### config.mk
export PLATFORM = sky130hd
export DESIGN_NAME = serial_frame_builder_sum_checksum
export DESIGN_NICKNAME = d
export VERILOG_FILES = /design/src/hw/rtl/sfb_pkg.sv /design/src/hw/rtl/sfb_framer.sv /design/src/hw/rtl/sfb_serializer.sv /design/src/hw/rtl/serial_frame_builder_sum_checksum.sv
export SDC_FILE = /design/constraint.sdc
export NUM_CORES = 1
export LEC_CHECK = 0
export ABC_AREA = 0
export BUFFER_PORTS_ARGS = -buffer_cell sky130_fd_sc_hd__buf_2
export CAP_MARGIN = 10
export CORE_ASPECT_RATIO = 2
export CORE_MARGIN = 3
export CORE_UTILIZATION = 45
export CTS_CLUSTER_SIZE = 8
export DETAILED_ROUTE_END_ITERATION = 6
export GPL_TIMING_DRIVEN = 0
export PLACE_DENSITY = 0.7
export SETUP_SLACK_MARGIN = 0.5
export SLEW_MARGIN = 5
export SYNTH_ARGS = -nofsm -noshare
export SYNTH_HDL_FRONTEND = slang
export SYNTH_HIERARCHICAL = 1
export SYNTH_SLANG_ARGS = --single-unit
### constraint.sdc
create_clock -name clock -period 9.5 [get_ports clock]
set_input_delay 0.475 -clock clock [delete_from_list [all_inputs] [get_ports clock]]
set_output_delay 0.475 -clock clock [all_outputs]
set_load 0.01 [all_outputs]
### src/hw/rtl/sfb_pkg.sv
// shared types, constants and byte selection for the serial frame builder
package sfb_pkg;

   localparam logic [7:0] HDR_HI = 8'hAA;
   localparam logic [7:0] HDR_LO = 8'h55;
   localparam logic [7:0] TRL_HI = 8'h0D;
   localparam logic [7:0] TRL_LO = 8'h0A;

   localparam logic KIND_START   = 1'b0;
   localparam logic KIND_PAYLOAD = 1'b1;

   // result sequences one input transaction can cause
   typedef enum logic [2:0] {
      BURST_ERROR,
      BURST_START_OPEN,
      BURST_START_CLOSE,
      BURST_PAY_MID,
      BURST_PAY_CLOSE
   } burst_type;

   localparam logic [2:0] POS_HDR_HI = 3'd0;
   localparam logic [2:0] POS_HDR_LO = 3'd1;
   localparam logic [2:0] POS_CMD    = 3'd2;
   localparam logic [2:0] POS_DATA   = 3'd3;
   localparam logic [2:0] POS_CHK    = 3'd4;
   localparam logic [2:0] POS_TRL_HI = 3'd5;
   localparam logic [2:0] POS_TRL_LO = 3'd6;

   typedef struct packed {
      burst_type  burst;
      logic [7:0] cmd;
      logic [7:0] data;
      logic [7:0] chk;
   } desc_type;

   function automatic logic [2:0] final_step(input burst_type burst);
      logic [2:0] s;
      unique case (burst)
         BURST_START_OPEN:  s = 3'd3;
         BURST_START_CLOSE: s = 3'd6;
         BURST_PAY_CLOSE:   s = 3'd3;
         default:           s = 3'd0;
      endcase
      return s;
   endfunction

   function automatic logic [7:0] byte_at(input desc_type d, input logic [2:0] step);
      logic [2:0] pos;
      logic [7:0] b;
      pos = ((d.burst == BURST_PAY_MID) || (d.burst == BURST_PAY_CLOSE)) ?
            3'(step + POS_DATA) : step;
      unique case (pos)
         POS_HDR_HI: b = HDR_HI;
         POS_HDR_LO: b = HDR_LO;
         POS_CMD:    b = d.cmd;
         POS_DATA:   b = d.data;
         POS_CHK:    b = d.chk;
         POS_TRL_HI: b = TRL_HI;
         POS_TRL_LO: b = TRL_LO;
         default:    b = 8'h00;
      endcase
      if (d.burst == BURST_ERROR) begin
         b = 8'h00;
      end
      return b;
   endfunction

endpackage

### src/hw/rtl/sfb_framer.sv
// frame state tracking and input register holding one decoded transaction
module sfb_framer
   import sfb_pkg::*;
(
   input  logic       clock,
   input  logic       reset,
   input  logic       req_valid,
   output logic       req_ready,
   input  logic       req_kind,
   input  logic [7:0] req_command,
   input  logic [7:0] req_payload_length,
   input  logic [7:0] req_payload_byte,
   output logic       pend_valid,
   output desc_type   pend_desc,
   input  logic       take
);

   logic       frame_open_ff, frame_open_in;
   logic [7:0] remaining_ff, remaining_in;
   logic [7:0] sum_ff, sum_in;
   logic       pend_valid_ff, pend_valid_in;
   desc_type   pend_ff, pend_in;
   desc_type   dec;
   logic       accept;
   logic [7:0] start_sum;
   logic [7:0] pay_sum;
   logic [7:0] pay_left;

   assign req_ready = !pend_valid_ff || take;
   assign accept    = req_valid && req_ready;
   assign start_sum = req_command + req_payload_length;
   assign pay_sum   = sum_ff + req_payload_byte;
   assign pay_left  = remaining_ff - 8'd1;

   always_comb begin
      dec           = '0;
      dec.burst     = BURST_ERROR;
      frame_open_in = frame_open_ff;
      remaining_in  = remaining_ff;
      sum_in        = sum_ff;
      if (req_kind == KIND_START) begin
         if (!frame_open_ff) begin
            dec.cmd  = req_command;
            dec.data = req_payload_length;
            dec.chk  = start_sum;
            if (req_payload_length == 8'd0) begin
               dec.burst = BURST_START_CLOSE;
            end else begin
               dec.burst     = BURST_START_OPEN;
               frame_open_in = 1'b1;
               remaining_in  = req_payload_length;
               sum_in        = start_sum;
            end
         end
      end else if (frame_open_ff) begin
         dec.data = req_payload_byte;
         dec.chk  = pay_sum;
         if (pay_left == 8'd0) begin
            dec.burst     = BURST_PAY_CLOSE;
            frame_open_in = 1'b0;
            remaining_in  = 8'd0;
            sum_in        = 8'd0;
         end else begin
            dec.burst    = BURST_PAY_MID;
            remaining_in = pay_left;
            sum_in       = pay_sum;
         end
      end
   end

   always_comb begin
      pend_valid_in = pend_valid_ff;
      pend_in       = pend_ff;
      if (accept) begin
         pend_valid_in = 1'b1;
         pend_in       = dec;
      end else if (take) begin
         pend_valid_in = 1'b0;
      end
   end

   always_ff @(posedge clock) begin
      if (reset) begin
         frame_open_ff <= 1'b0;
         remaining_ff  <= 8'd0;
         sum_ff        <= 8'd0;
         pend_valid_ff <= 1'b0;
      end else begin
         if (accept) begin
            frame_open_ff <= frame_open_in;
            remaining_ff  <= remaining_in;
            sum_ff        <= sum_in;
         end
         pend_valid_ff <= pend_valid_in;
      end
   end

   always_ff @(posedge clock) begin
      pend_ff <= pend_in;
   end

   assign pend_valid = pend_valid_ff;
   assign pend_desc  = pend_ff;

endmodule

### src/hw/rtl/sfb_serializer.sv
// result register walking the bytes of one decoded transaction
module sfb_serializer
   import sfb_pkg::*;
(
   input  logic       clock,
   input  logic       reset,
   input  logic       pend_valid,
   input  desc_type   pend_desc,
   output logic       take,
   output logic       rsp_valid,
   input  logic       rsp_ready,
   output logic [7:0] rsp_out_byte,
   output logic       rsp_frame_end,
   output logic       rsp_error,
   output logic       rsp_last
);

   logic       cur_valid_ff, cur_valid_in;
   desc_type   cur_ff, cur_in;
   logic [2:0] step_ff, step_in;
   logic       is_last;
   logic       done;

   assign is_last = (step_ff == final_step(cur_ff.burst));
   assign done    = cur_valid_ff && rsp_ready && is_last;
   assign take    = pend_valid && (!cur_valid_ff || done);

   always_comb begin
      cur_valid_in = cur_valid_ff;
      cur_in       = cur_ff;
      step_in      = step_ff;
      if (take) begin
         cur_valid_in = 1'b1;
         cur_in       = pend_desc;
         step_in      = 3'd0;
      end else if (done) begin
         cur_valid_in = 1'b0;
      end else if (cur_valid_ff && rsp_ready) begin
         step_in = step_ff + 3'd1;
      end
   end

   always_ff @(posedge clock) begin
      if (reset) begin
         cur_valid_ff <= 1'b0;
         step_ff      <= 3'd0;
      end else begin
         cur_valid_ff <= cur_valid_in;
         step_ff      <= step_in;
      end
   end

   always_ff @(posedge clock) begin
      cur_ff <= cur_in;
   end

   assign rsp_valid     = cur_valid_ff;
   assign rsp_out_byte  = byte_at(cur_ff, step_ff);
   assign rsp_error     = (cur_ff.burst == BURST_ERROR);
   assign rsp_last      = is_last;
   assign rsp_frame_end = is_last &&
                          ((cur_ff.burst == BURST_START_CLOSE) ||
                           (cur_ff.burst == BURST_PAY_CLOSE));

endmodule

### src/hw/rtl/serial_frame_builder_sum_checksum.sv
// first result: an accepted transaction is held in the framer's pending register, then
//   in the serializer's current register, which takes it when the output stage is idle
// throughput: one result byte per cycle while rsp_ready is high; a transaction yields
//   1, 4 or 7 bytes (payload byte or error, start or final byte, zero-length start)
// mid-frame payload bytes stream at one transaction per cycle while rsp_ready stays high
// reset: synchronous, clears frame state, running checksum and both stages
module serial_frame_builder_sum_checksum
   import sfb_pkg::*;
(
   input  logic       clock,
   input  logic       reset,
   input  logic       req_valid,
   output logic       req_ready,
   input  logic       req_kind,
   input  logic [7:0] req_command,
   input  logic [7:0] req_payload_length,
   input  logic [7:0] req_payload_byte,
   output logic       rsp_valid,
   input  logic       rsp_ready,
   output logic [7:0] rsp_out_byte,
   output logic       rsp_frame_end,
   output logic       rsp_error,
   output logic       rsp_last
);

   logic     pend_valid;
   desc_type pend_desc;
   logic     take;

   sfb_framer u_framer (
      .clock              (clock),
      .reset              (reset),
      .req_valid          (req_valid),
      .req_ready          (req_ready),
      .req_kind           (req_kind),
      .req_command        (req_command),
      .req_payload_length (req_payload_length),
      .req_payload_byte   (req_payload_byte),
      .pend_valid         (pend_valid),
      .pend_desc          (pend_desc),
      .take               (take)
   );

   sfb_serializer u_serializer (
      .clock         (clock),
      .reset         (reset),
      .pend_valid    (pend_valid),
      .pend_desc     (pend_desc),
      .take          (take),
      .rsp_valid     (rsp_valid),
      .rsp_ready     (rsp_ready),
      .rsp_out_byte  (rsp_out_byte),
      .rsp_frame_end (rsp_frame_end),
      .rsp_error     (rsp_error),
      .rsp_last      (rsp_last)
   );

endmodule
==> results of run 1 <==
[power by group through the flow]
stage	clock (W)	sequential [W]	combinational, W
after floorplan	0	0.000402	0.000123
after global placement	0	0.000405	0.000170
after detailed placement	0	0.000406	0.000177
after CTS	0.000373	0.000399	0.000178
after global routing	0.000389	0.000401	0.000199
final	0.000366	0.000399	0.000181
[area by class of cell]
class / count / area share [%]
Timing Repair Buffer: 42 / 4.423
Clock buffer: 12 / 5.604
Buffer: 20 / 1.910
Multi-Input combinational cell: 309 / 41.42
Tap cell: 102 / 2.563
Sequential cell: 76 / 41.42
Clock inverter: 4 / 1.081
Inverter: 21 / 1.583
[layer usage]
metal	vias to the layer above	share of wire [%]
met5	-	0
met2	138	56
met4	0	7.4
met3	54	4.2
li1	1718	-
met1	1683	32
[worst max-delay path, stage by stage (launching register included)]
cell and delay (ns):
edfxtp_1 0.35, buf_2 0.19, or4_1 0.50, o22ai_2 0.20, a21oi_2 0.13, inv_2 0.09, a21oi_1 0.09, nor2b_2 0.35
nand2b_1 0.20, nand2_1 0.10, inv_1 0.80, o21a_1 0.40, clkbuf_1 0.40, nor2_1 0.10, a311oi_1 0.28
[synthesized netlist by cell type, types with 7 or more instances]
cell type / instances
a211oi_1: 7
a21o_1: 10
a21oi_1: 22
a311oi_1: 11
and2_1: 11
clkbuf_1: 13
dfxtp_1: 22
edfxtp_1: 54
ha_1: 18
inv_1: 20
nand2_1: 40
nand3_1: 13
nor2_1: 27
nor3_1: 14
o21ai_0: 30
xnor2_1: 8
[cells by family after synthesis]
kind of cell	after synthesis
AND/OR/NAND/NOR	141
buffers and inverters	41
AO/OA/AOI/OAI	131
multiplexers	5
XOR/XNOR	11
adder cells (fa/ha/maj)	21
flip-flops	76
[metrics by stage]
step / utilization, % / worst slack, ns / instance area, sq um / instances
2_1_floorplan: - / 4.845 / 4295 / 426
3_3_place_gp: 50.66 / 4.128 / 4628 / 569
3_5_place_dp: 50.86 / 5.285 / 4646 / 570
4_1_cts: 54.50 / 5.223 / 4979 / 586
5_1_grt: 54.50 / 4.843 / 4979 / 586
6_report: 54.50 / 5.194 / 4979 / 586
[worst max-delay path by stage]
stage	from	end	slack, ns	depth (start not counted)
after floorplan	u_serializer/cur_ff[26]	u_framer/remaining_ff[0]	4.85	14
after global placement	u_serializer/cur_ff[26]	u_framer/remaining_ff[1]	4.13	14
after detailed placement	u_serializer/cur_ff[26]	u_framer/remaining_ff[0]	5.28	14
after CTS	u_serializer/cur_ff[26]	u_framer/sum_ff[6]	5.22	14
after global routing	u_serializer/cur_ff[26]	u_framer/sum_ff[7]	4.84	14
final	u_serializer/cur_ff[26]	u_framer/sum_ff[6]	5.19	14
[state kept, by name (all words and copies together), names as in the netlist]
name	count
u_serializer/rsp_valid	1
u_framer/sum_ff	8
u_serializer/cur_ff	27
u_serializer/step_ff	3
u_framer/pend_desc	27
u_framer/remaining_ff	8
u_framer/pend_valid	1
u_framer/frame_open_ff	1
==> flow_metrics.tcl, run 1 <==
set metrics [dict create \
    worst-slew-pin-transition_ns 1.093 \
    top_usage_layer "met2" \
    synthArstFlopShare_pct 0 \
    port_buffers 41 \
    r2r_start "u_serializer/cur_ff[26]" \
    multi_input_area_sq_um 2062 \
    synthXorXnorAreaFrac_pct 2.243 \
    criticalPathCategory "flip-flop to flip-flop" \
    start_kind "flip-flop" \
    routedWlPerCell_um 18.64 \
    synth_top_cell_by_area "edfxtp_1" \
    fmax_mhz 232.2 \
    yosysWarningCount 6 \
    yosysTopAreaCellShare_pct 37.75 \
    hold_viol 0 \
    dieArea_sq_um 10830 \
    final_antenna_net_count 0 \
    seq_area_sq_um 2062 \
    r2r-end "u_framer/sum_ff[6]" \
    dieHeight_um 144.2 \
    synth_edf_count 54 \
    cts-resized-gates 0 \
    ys_ff_latch 76 \
    first_pass_iters 5 \
    layout_commonest_cell "edfxtp_1" \
    post_cts_buffers 0 \
    fin_crit_sh_pct 45.33 \
    routed-via-count 3593 \
    n_antenna_cell 0 \
    grt_util_met3_pct 3.271 \
    cts.sinks 76 \
    max-cap-violations 0 \
    critPathRequiredTime_ns 9.73 \
    synth_top_flop_cell "edfxtp_1" \
    grt_pass1_wl_um 17250 \
    report.final.slew_viol_count 0 \
    power_leakage_nw 1.912 \
    finClkSkew_ns 0.009024 \
    status "complete, no violations" \
    layout_common_cells "edfxtp_1, buf_2, nand2_1, o21ai_0, nor2_1" \
    met1_usage_pct 19.65 \
    cts_tree "yes" \
    crit_arrival_ns 4.53 \
    worstHoldPathType "primary input to flip-flop" \
    cts-buffers-inserted 9 \
    core_sq_um 9135 \
    drive_gt1_share_pct 16.74 \
    fin_nets 528 \
    path_clk_slew_ns 0.06 \
    syn-num-nets 475 \
    reg2reg_slack_ns 5.19 \
    avgSynthCellArea_sq_um 10.08 \
    holdPathEnd "u_serializer/step_ff[0]" \
    start_util_pct 47.02 \
    min_path_cells 2 \
    synth-simple-area-share_pct 16.95 \
    hold_slack_ns 0.3401 \
    ys_types 64 \
    synth_cells 426 \
    area_growth_pct 15.90 \
    ys_seq_area_share_pct 48.00 \
    gr-usage-all-layers_pct 21.69 \
    placementRows 49 \
    p_clk_share_pct 38.7 \
    met2_usage_pct 40.80 \
    power.switching_w 0.0002541 \
    overflow 0 \
    cp-end-kind "flip-flop" \
    place_congestion 1.000 \
    synth_fa_ha_area_share_pct 6.438 \
    worstRegToRegCells 14 \
    htreeDepth 3 \
    cts_buffer_depth 2 \
    viasPerCell 6.131 \
    tns_ns 0 \
    root_buffer "clkbuf_16" \
    synth_compound_area_share_pct 21.09 \
    min_period_ns 4.306 \
    io-pin-count 42 \
    clock_latency_ns 0.33 \
    swShare_pct 26.89 \
    drc_errors 0 \
    grt_max_degree 31 \
    power.share.sequential_pct 42.2 \
    setup_viol 0 \
    internal-power_w 0.0006910 \
    yosys-top-cells-area "edfxtp_1, dfxtp_1, ha_1" \
    first_global_vias 3551 \
    wirelength_um 10920 \
    holdBufCountCts 0 \
    cellPowerDensity_nw_per_um2 189.9 \
    rsz0062_at_grt "no" \
    max_slew_margin_pct 27.02 \
    synth_area_sq_um 4295 \
    synth_top_family_by_area "compound AO/OA/AOI/OAI gates" \
    vdd_ir_drop_max_mv 0.1152 \
    power_frac_comb_pct 19.1 \
    power_w 0.0009452 \
    cp_max_fo 30 \
    dpl.hpwl_um 8586 \
    die_w_um 75.09 \
    synth_mux_area_share_pct 1.223 \
    first_iter_violations 288 \
    fill_cells 815 \
    grt_antenna_before_repair 0 \
    hold_start "reset" \
]
Note: power is estimated with default switching activity, not from simulation.
==> inputs of run 2 (changes only) <==
- ABC_AREA: 0 -> 1
- PLACE_DENSITY: 0.7 -> 0.73
- clock period: 9.5 -> 3.45 ns (I/O delays scaled with it)
==> flow_metrics.tcl, run 2 <==
set metrics [dict create \
    ys_seq_area_share_pct 45.31 \
    cts-buffers-inserted 9 \
    crit_arrival_ns 2.78 \
    start_kind "flip-flop" \
    r2r_start "u_serializer/cur_ff[25]" \
    path_clk_slew_ns 0.06 \
    htreeDepth 3 \
    worstHoldPathType "primary input to flip-flop" \
    synthTopCellsByCount "nand2_1, inv_1, edfxtp_1, nand3_1, nor2_1" \
    cellPowerDensity_nw_per_um2 507.2 \
    routedWlPerCell_um 15.18 \
    synth_compound_area_share_pct 8.991 \
    start_util_pct 46.31 \
    place_ws_ns -0.02280 \
    ys_ff_latch 76 \
    placementRows 51 \
    fmax_mhz 390.8 \
    power.share.sequential_pct 41.1 \
    hold_start "reset" \
    r2r-end "u_framer/remaining_ff[7]" \
    fin_crit_sh_pct 74.17 \
    rsz0062_at_grt "no" \
    criticalPathCategory "flip-flop to flip-flop" \
    swShare_pct 28.94 \
    dieArea_sq_um 11430 \
    utilization_pct 54.23 \
    yosysWarningCount 6 \
    grt_antenna_before_repair 0 \
    grt_pass1_wl_um 17680 \
    gr-usage-all-layers_pct 20.20 \
    min_path_cells 2 \
    holdBufCountCts 0 \
    path_cells "o21ai_4, nand2_1, nand3_1, nand2_1, nand3_1, nand2_1, nand2_2, clkinvlp_4, inv_2, nand2_4, nand2_4, clkinvlp_4, nand2_4, inv_4, buf_8, o21ai_1, nor2_1" \
    critPathMaxStageDelay_ns 0.52 \
    n_antenna_cell 0 \
    min_period_ns 2.559 \
    ys_types 38 \
    final.setup.worst_slack_ns 0.8911 \
    place_congestion 0.9498 \
    synth_top_cell_by_area "edfxtp_1" \
    critPathRequiredTime_ns 3.67 \
    synthXorXnorAreaFrac_pct 2.090 \
    synth_edf_count 54 \
    synth_mux_area_share_pct 0 \
    power_leakage_nw 2.488 \
    cp_max_fo 10 \
    vdd_ir_drop_max_mv 0.2904 \
    worst-slew-pin-transition_ns 0.6080 \
    cp-end-kind "flip-flop" \
    dpl.hpwl_um 8776 \
    post-synth-top-count-cell "nand2_1" \
    synth-simple-area-share_pct 29.64 \
    drc_errors 0 \
    dieHeight_um 148.2 \
    fin_nets 646 \
    synth_top_flop_cell "edfxtp_1" \
    cts.sinks 76 \
    synth_top_family_by_area "simple AND/OR/NAND/NOR gates" \
    synth_cells 542 \
    worstRegToRegCells 17 \
    internal-power_w 0.001921 \
    routed-via-count 3846 \
    core_sq_um 9827 \
    grt_max_degree 16 \
    report.final.slew_viol_count 0 \
    tns_ns 0 \
    holdPathEnd "u_framer/pend_valid" \
    first_global_vias 3841 \
    layout_commonest_cell "nand2_1" \
    p_clk_share_pct 37.0 \
    syn-num-nets 591 \
    finClkSkew_ns 0.005492 \
    power.switching_w 0.0007820 \
    cp_slowest_cell "edfxtp_1" \
    reg2reg_slack_ns 0.89 \
    yosysTopAreaCellShare_pct 35.63 \
    setup_viol 0 \
    power_w 0.002703 \
    viasPerCell 5.240 \
    port_buffers 40 \
    cts_tree "yes" \
    io-pin-count 42 \
    synthArstFlopShare_pct 0 \
    first_iter_violations 141 \
    overflow 0 \
    hold_slack_ns 0.04538 \
    path_buf_inv 5 \
    synth_fa_ha_area_share_pct 5.829 \
    root_buffer "clkbuf_16" \
    clock_latency_ns 0.33 \
    cts_buffer_depth 2 \
    max_slew_margin_pct 59.46 \
    first_pass_iters 4 \
    crit_family "simple AND/OR/NAND/NOR gates" \
    power_frac_comb_pct 21.9 \
    die_w_um 77.11 \
    max-cap-violations 0 \
    hold_viol 0 \
    wirelength_um 11150 \
    area_growth_pct 17.10 \
    yosys-top-cells-area "edfxtp_1, nand2_1, dfxtp_1" \
    final_antenna_net_count 0 \
    status "complete, no violations" \
    synth_area_sq_um 4551 \
    layout_common_cells "nand2_1, inv_1, nand3_1, edfxtp_1, buf_2" \
    avgSynthCellArea_sq_um 8.396 \
    drive_gt1_share_pct 23.42 \
]
run 2: changes by cell type after synthesis, sizes merged, moves of 6 or more:
cell / before / now
nor2: 28 / 51
a311oi: 11 / 0
a211oi: 7 / 0
clkbuf: 13 / 2
inv: 21 / 70
nand3: 13 / 66
a21oi: 25 / 33
and2: 12 / 0
nor3: 14 / 1
o22ai: 7 / 1
nand2: 40 / 159
a21o: 11 / 1
run 2: area by class of cell:
cell class	instances	area, sq um
Tap cell	132	165.2
Multi-Input combinational cell	383	2166
Timing Repair Buffer	42	215.2
Fill cell	920	4498
Buffer	12	102.6
Timing Repair inverter	2	12.51
Inverter	71	279.0
Clock inverter	6	97.59
Clock buffer	10	229.0
Sequential cell	76	2062
run 2: power by group through the flow:
stage | Sequential, W | Combinational, W | Clock [W]
after CTS | 0.00111 | 0.000589 | 0.00101
after global placement | 0.00113 | 0.000568 | 0
after detailed placement | 0.00113 | 0.000580 | 0
after floorplan | 0.00112 | 0.000422 | 0
after global routing | 0.00112 | 0.000657 | 0.00105
final | 0.00111 | 0.000592 | 0.000999
run 2: logic make-up (layout without fill, tap and decap cells):
| family | count (synthesis) | in the layout |
|---|---|---|
| DFF | 76 | 76 |
| adders and majority gates | 20 | 20 |
| xor gates and xnor gates | 10 | 10 |
| and+or+nand+nor | 284 | 284 |
| buffers and inverters | 83 | 143 |
| AOI/OAI and AO/OA | 69 | 69 |
run 2: worst max path at each step:
stage / startpoint / endpoint / slack [ns] / depth (start not counted)
global placement: u_serializer/cur_ff[25] / u_framer/remaining_ff[5] / 0.04 / 17
global route: u_serializer/cur_ff[25] / u_framer/remaining_ff[5] / 0.67 / 17
CTS: u_serializer/cur_ff[25] / u_framer/remaining_ff[7] / 0.63 / 17
floorplan: u_serializer/cur_ff[25] / u_framer/remaining_ff[5] / 0.44 / 17
finish: u_serializer/cur_ff[25] / u_framer/remaining_ff[7] / 0.89 / 17
detailed placement: u_serializer/cur_ff[25] / u_framer/remaining_ff[7] / -0.02 / 17
run 2: through the flow:
step           std cells  cell area [sq um]
2_1_floorplan        542               4609
3_3_place_gp         714               4975
3_5_place_dp         714               4975
4_1_cts              733               5319
5_1_grt              734               5329
6_report             734               5329
run 2: per-layer routing:
| layer | vias to the layer above | global-route usage (%) | share of wire, % |
|---|---|---|---|
| met4 | 0 | 16.84 | 8.1 |
| met2 | 122 | 40.60 | 57 |
| met5 | - | 0 | 0 |
| met1 | 1773 | 16.33 | 32 |
| li1 | 1898 | - | - |
| met3 | 53 | 2.848 | 3.5 |
run 2: timing repair:
item / in CTS / in global routing
setup endpoints to repair: 44 / 30
gates cloned: 2 / 0
pin swaps: 0 / 0
gates resized for setup: 0 / 1
buffers inserted: 1 / 1
